`src/rtl/kpt_pkg.sv`:
```
// Shared types, operation and status codes, and key helper for the keyed point table.
package kpt_pkg;

  localparam int unsigned COORD_W = 24;
  localparam int unsigned KEY_W   = 16;
  localparam int unsigned OP_W    = 3;
  localparam int unsigned ST_W    = 3;
  localparam int unsigned IDX_W   = 10;
  localparam int unsigned CNT_W   = 11;

  // Operation codes
  localparam logic [OP_W-1:0] OP_INSERT  = 3'd0;
  localparam logic [OP_W-1:0] OP_RM_KEY  = 3'd1;
  localparam logic [OP_W-1:0] OP_RM_WIN  = 3'd2;
  localparam logic [OP_W-1:0] OP_RM_POS  = 3'd3;
  localparam logic [OP_W-1:0] OP_READ    = 3'd4;

  // Status codes
  localparam logic [ST_W-1:0] ST_DONE     = 3'd0;
  localparam logic [ST_W-1:0] ST_DUP      = 3'd1;
  localparam logic [ST_W-1:0] ST_NOTFOUND = 3'd2;
  localparam logic [ST_W-1:0] ST_FULL     = 3'd3;
  localparam logic [ST_W-1:0] ST_RANGE    = 3'd4;

  typedef struct packed {
    logic [COORD_W-1:0] x;
    logic [COORD_W-1:0] y;
    logic [COORD_W-1:0] z;
  } point_t;

  typedef struct packed {
    logic key_hit;
    logic win_hit;
  } match_t;

  // Integer part of a Q15.8 value, truncated toward zero
  function automatic logic [KEY_W-1:0] int_part(input logic [COORD_W-1:0] v);
    logic [KEY_W-1:0] q;
    q = v[COORD_W-1:8];
    if (v[COORD_W-1] && (v[7:0] != 8'd0)) begin
      q = q + 16'd1;
    end
    return q;
  endfunction

endpackage

```
`src/rtl/kpt_match.sv`:
```
// Shared compare unit: key equality and inclusive height window test.
module kpt_match import kpt_pkg::*; (
  input  point_t             entry_i,
  input  logic [COORD_W-1:0] req_x_i,
  input  logic [COORD_W-1:0] req_z_i,
  input  logic [COORD_W-1:0] height_low_i,
  input  logic [COORD_W-1:0] height_high_i,
  output match_t             match_o
);

  // Compare truncated integer parts of x and z
  assign match_o.key_hit = (int_part(entry_i.x) == int_part(req_x_i)) &&
                           (int_part(entry_i.z) == int_part(req_z_i));

  // Check stored height against the window, both bounds inclusive
  assign match_o.win_hit = ($signed(entry_i.y) >= $signed(height_low_i)) &&
                           ($signed(entry_i.y) <= $signed(height_high_i));

endmodule
```
`config.mk`:
```
export PLATFORM = sky130hd
export DESIGN_NAME = kpt_match
export DESIGN_NICKNAME = d
export VERILOG_FILES = /design/src/rtl/kpt_pkg.sv /design/src/rtl/kpt_match.sv
export SDC_FILE = /design/constraint.sdc
export NUM_CORES = 1
export LEC_CHECK = 0
export BUFFER_PORTS_ARGS = -buffer_cell sky130_fd_sc_hd__buf_4
export CORE_ASPECT_RATIO = 0.8
export CORE_MARGIN = 2
export CORE_UTILIZATION = 51
export DETAILED_ROUTE_END_ITERATION = 7
export GPL_TIMING_DRIVEN = 1
export PLACE_DENSITY = 0.9
export SKIP_LAST_GASP = 1
export SYNTH_ARGS = -nofsm -noshare
export SYNTH_HDL_FRONTEND = slang
export SYNTH_SLANG_ARGS = --single-unit
```
`constraint.sdc`:
```
create_clock -name vclk -period 4.4
set_input_delay 0.22 -clock vclk [all_inputs]
set_output_delay 0.22 -clock vclk [all_outputs]
set_load 0.03 [all_outputs]
```
==> flow_summary.json, run 1 <==
{
  "outcome": "completed",
  "io_buffer_count": 170,
  "startpoint_type": "primary input",
  "place_area_um2": 4460,
  "netlist_area_um2": 3090,
  "antenna_found_initial": 0,
  "leakagePower_nw": 2.28,
  "dr.pass1.iters": 5,
  "vias": 3860,
  "final_max_slew_viol_count": 0,
  "die_area_um2": 6700,
  "worstHoldPathType": "primary input to primary output",
  "synth_top_cells_by_area": "ha_1, xnor2_1, inv_1",
  "track_usage_pct": 29.8,
  "crit_type": "primary input to primary output",
  "tightest_slew_ns": 0.687,
  "yosysSeqAreaShare_pct": 0,
  "grt_pass1_wl_um": 16600,
  "fmax_ghz": 0.318,
  "worst_slack_ns": 1.26,
  "irDropWorstVdd_uv": 52.9,
  "via_per_inst": 5.82,
  "layout_worst_path_cycle_share_pct": 71.4,
  "multi_input_area_um2": 2880,
  "area_growth_syn_to_layout_pct": 44.5,
  "final_area_um2": 4460,
  "cts.repair.resized": 0,
  "fin_util_pct": 75.9,
  "nNetsFinal": 804,
  "hold_viol_final": 0,
  "grt_max_degree": 9,
  "num_rows": 25,
  "core-area_um2": 5880,
  "syn-num-nets": 633,
  "synth_commonest_cells": "inv_1, ha_1, xnor2_1",
  "gp_congestion": 0.969,
  "antenna_left": 0,
  "fin_setup_tns_ns": 0,
  "yosys.area.top_type_share_pct": 21.1,
  "syn_area_per_cell_um2": 7.48,
  "min_from": "entry_i[46]",
  "max_cap_violations": 0,
  "fp.dieW_um": 91.0,
  "setup_viol_count_final": 0,
  "worstHoldEndpoint": "match_o[0]",
  "critPathArrivalTime_ns": 2.92,
  "wl_um": 10500,
  "num_antenna_cells": 0,
  "slew_headroom_pct": 53.8,
  "pre_cts_ws_ns": 1.35,
  "crit_path_end_kind": "primary output",
  "clock_buffers": 0,
  "synth_cells": 413,
  "post_drt_wl_per_cell_um": 15.9,
  "drt-initial-drc-count": 268,
  "dp.cells": 663,
  "dieHeight_um": 73.6,
  "worstPathRequired_ns": 4.18,
  "worstPathMaxFanout": 6,
  "fin_crit_ns": 3.14,
  "drive_gt1_share_pct": 32.3,
  "grt-ovfl-total": 0,
  "io_pins": 170,
  "fin_cells": 663,
  "n_sequential_cell": 0,
  "yosysMostFrequentCell": "inv_1",
  "synth.distinct_cells": 58,
  "rsz0062_at_grt": "false",
  "postCtsSetupRepairBufs": 0,
  "dp_hpwl_um": 9440,
  "p_per_area_nw_per_um2": 90.4,
  "ctsHoldBuffers": 0,
  "seqCellArea_um2": 0,
  "synth_top_area_cell": "ha_1",
  "drc": 0,
  "hold_depth": 6,
  "start_util_pct": 52.5,
  "grt_pass1_vias": 3771,
  "synth_warnings": 0,
  "fillers": 451
}
-- layer usage --
| metal | vias to the layer above | routed length (um) | part of all wire [%] | track usage, % |
|---|---|---|---|---|
| met3 | 24 | 818 | 7.8 | 3.79 |
| met4 | 0 | 223 | 2.1 | 5.22 |
| li1 | 1874 | - | - | - |
| met1 | 1767 | 4400 | 42 | 38.0 |
| met2 | 195 | 5110 | 48 | 54.9 |
| met5 | - | 0 | 0 | 0 |
-- worst max-delay path by stage --
stage | startpoint | to | slack (ns) | cells after the start
after floorplan | req_z_i[5] | match_o[1] | 1.47 | 7
after global placement | req_z_i[5] | match_o[1] | 1.49 | 9
after detailed placement | req_x_i[1] | match_o[1] | 1.35 | 9
after CTS | req_x_i[1] | match_o[1] | 1.33 | 9
after global routing | req_x_i[1] | match_o[1] | 0.99 | 9
final | req_x_i[1] | match_o[1] | 1.26 | 9
-- through the flow --
stage	hold WS, ns	power [W]
2_1_floorplan	0.745	0.000202
4_1_cts	1.03	0.000399
3_3_place_gp	0.999	0.000380
5_1_grt	1.08	0.000440
3_5_place_dp	1.02	0.000397
6_report	1.03	0.000404
-- cells by family after synthesis --
logic type | share of synthesized area (%)
mux | 1.05
compound gates | 17.8
simple gates | 29.6
buf+inv | 6.81
xor+xnor | 23.6
fa+ha+maj | 21.1
-- report_power, final --
part / internal, W / switching (W) / leakage, nW / total, W
Combinational: 0.000221 / 0.000182 / 2.28 / 0.000404
Sequential: 0 / 0 / 0 / 0
Clock: 0 / 0 / 0 / 0
-- placed cells by master, fill, tap and decap left out, types with 6 or more instances in the layout --
cell	synthesis	layout
buf_4	0	170
inv_1	55	55
ha_1	52	52
xnor2_1	47	47
nand4_1	30	30
a21oi_1	25	25
nand3_1	24	24
nand2_1	21	21
a21o_1	19	19
xor2_1	18	18
nor2_1	16	16
and3_1	10	10
nor3_1	8	8
o21ai_0	6	6
a211oi_1	6	6
-- critical path, cell delays in order --
cell	delay, ns
buf_4	0.11
nor4_1	0.61
a21oi_1	0.34
and3_1	0.29
xnor2_1	0.11
or3b_1	0.38
or4_1	0.43
nor4_2	0.23
buf_4	0.21
-- layout make-up --
type / instances / share of cell area (%)
multi-input cells: 357 / 64.5
inverters: 55 / 4.63
well taps: 81 / 2.27
repair buffers: 170 / 28.6
No activity file was read; power rests on OpenSTA's default activity.
==> inputs of run 2 (changes only) <==
CORE_UTILIZATION = 48   (was 51)
PLACE_DENSITY = 0.85   (was 0.9)
clock period = 3.05 ns   (was 4.4 ns; I/O delays follow)
==> run 2 against run 1 <==
  * Worst hold slack lost 0.16 ns
  * Flip-flop and latch count did not move
  * Cell area is 1.3% higher
  * Non-clock buffer count increased by 7
  * Critical path depth did not move
  * Core utilization down 4.3 points
  * Global-route usage shrank 3.1 points
  * Cell count is 1.5% higher
  * Clock-buffer cell count stayed put
==> flow_summary.json, run 2 (synthesized netlist as in run 1, its figures left out) <==
{
  "grt-ovfl-total": 0,
  "track_usage_pct": 26.6,
  "wl_um": 10000,
  "cp-startpoint": "req_z_i[5]",
  "startpoint_type": "primary input",
  "fillers": 541,
  "multi_input_area_um2": 2880,
  "critPathArrivalTime_ns": 2.69,
  "p_comb_share_pct": 100.0,
  "dp_hpwl_um": 9090,
  "grt_pass1_vias": 3357,
  "crit_path_end_kind": "primary output",
  "setup_viol_count_final": 0,
  "cpPeakStageDelay_ns": 0.57,
  "p_per_area_nw_per_um2": 127,
  "leakagePower_nw": 2.31,
  "cpMaxStageDelayCell": "or4_4",
  "slew_headroom_pct": 67.3,
  "core-area_um2": 6310,
  "crit_type": "primary input to primary output",
  "p_sw_w": 0.000254,
  "cpMostUsedCell": "buf_4",
  "crit_end": "match_o[1]",
  "post_drt_wl_per_cell_um": 14.9,
  "swShare_pct": 44.2,
  "hold_viol_final": 0,
  "postCtsSetupRepairBufs": 0,
  "power_frac_seq_pct": 0,
  "outcome": "completed",
  "area_growth_syn_to_layout_pct": 46.3,
  "io_pins": 170,
  "clock_buffers": 0,
  "p_int_w": 0.000321,
  "final_cell_mix": "buf_4, inv_1, ha_1",
  "nNetsFinal": 811,
  "antenna_found_initial": 0,
  "tightest_slew_ns": 0.478,
  "antenna_left": 0,
  "power.clock.fraction_pct": 0,
  "drive_gt1_share_pct": 33.1,
  "num_antenna_cells": 0,
  "fmax_ghz": 0.352,
  "irDropWorstVdd_uv": 73.8,
  "die_area_um2": 7090,
  "worstHoldPathType": "primary input to primary output",
  "min_from": "entry_i[46]",
  "worstPathMaxFanout": 6,
  "gp_congestion": 0.916,
  "fin_setup_tns_ns": 0,
  "start_util_pct": 48.9,
  "seqCellArea_um2": 0,
  "drc": 0,
  "pre_cts_ws_ns": 0.207,
  "max_cap_violations": 0,
  "grt_pass1_wl_um": 15500,
  "final_max_slew_viol_count": 0,
  "dieHeight_um": 75.7,
  "io_buffer_count": 170,
  "ctsHoldBuffers": 0,
  "final_common_cell": "buf_4",
  "fin_crit_ns": 2.84,
  "worst_slack_ns": 0.211,
  "critPathBufInv": 2,
  "total_power_w": 0.000575,
  "n_sequential_cell": 0,
  "grt_max_degree": 9,
  "critPathTopFamily": "simple AND/OR/NAND/NOR gates",
  "drt-initial-drc-count": 215,
  "path_depth": 9,
  "rsz0062_at_grt": "false",
  "vias": 3804,
  "num_rows": 26,
  "worstPathRequired_ns": 2.90,
  "layout_worst_path_cycle_share_pct": 93.1,
  "dr.pass1.iters": 5,
  "worstPathCellList": "buf_4, or4_4, o211ai_2, nor2_1, xnor3_1, nand4bb_1, or4_1, nor4_2, buf_4",
  "via_per_inst": 5.65,
  "cts.repair.resized": 0,
  "fp.dieW_um": 93.7,
  "fin_util_pct": 71.6
}
## run 2: changes by cell type in the layout (fill, tap and decap cells not counted)
cell,change
buf_4,+7
## run 2: area by class of cell
class	instances	share of cell area, %
timing repair buffer	177	29.4
tap	84	2.33
multi-input combinational	357	63.7
inverter	55	4.57
## run 2: power groups by stage
| stage | Clock (W) | Sequential (W) | Combinational, W |
|---|---|---|---|
| after floorplan | 0 | 0 | 0.000291 |
| after global placement | 0 | 0 | 0.000554 |
| after detailed placement | 0 | 0 | 0.000570 |
| after CTS | 0 | 0 | 0.000573 |
| after global routing | 0 | 0 | 0.000633 |
| final | 0 | 0 | 0.000575 |
## run 2: worst min path at each step
stage / end / slack [ns] / cells past startpoint
floorplan: match_o[1] / 0.61 / 4
global placement: match_o[0] / 0.86 / 6
detailed placement: match_o[0] / 0.87 / 6
CTS: match_o[0] / 0.87 / 6
global route: match_o[0] / 0.90 / 6
finish: match_o[0] / 0.87 / 6
## run 2: per-layer routing
| layer | GRT usage, % | part of all wire (%) |
|---|---|---|
| met5 | 0 | 0 |
| met4 | 1.45 | 0.48 |
| met3 | 1.29 | 7.3 |
| met2 | 45.3 | 46 |
| met1 | 39.4 | 46 |
## run 2: metrics by stage
step | hold slack, ns | cells | area, um^2
after floorplan | 0.610 | 413 | 3090
after global placement | 0.859 | 673 | 4520
after detailed placement | 0.868 | 673 | 4520
after CTS | 0.874 | 673 | 4520
after global routing | 0.903 | 673 | 4520
final | 0.872 | 673 | 4520
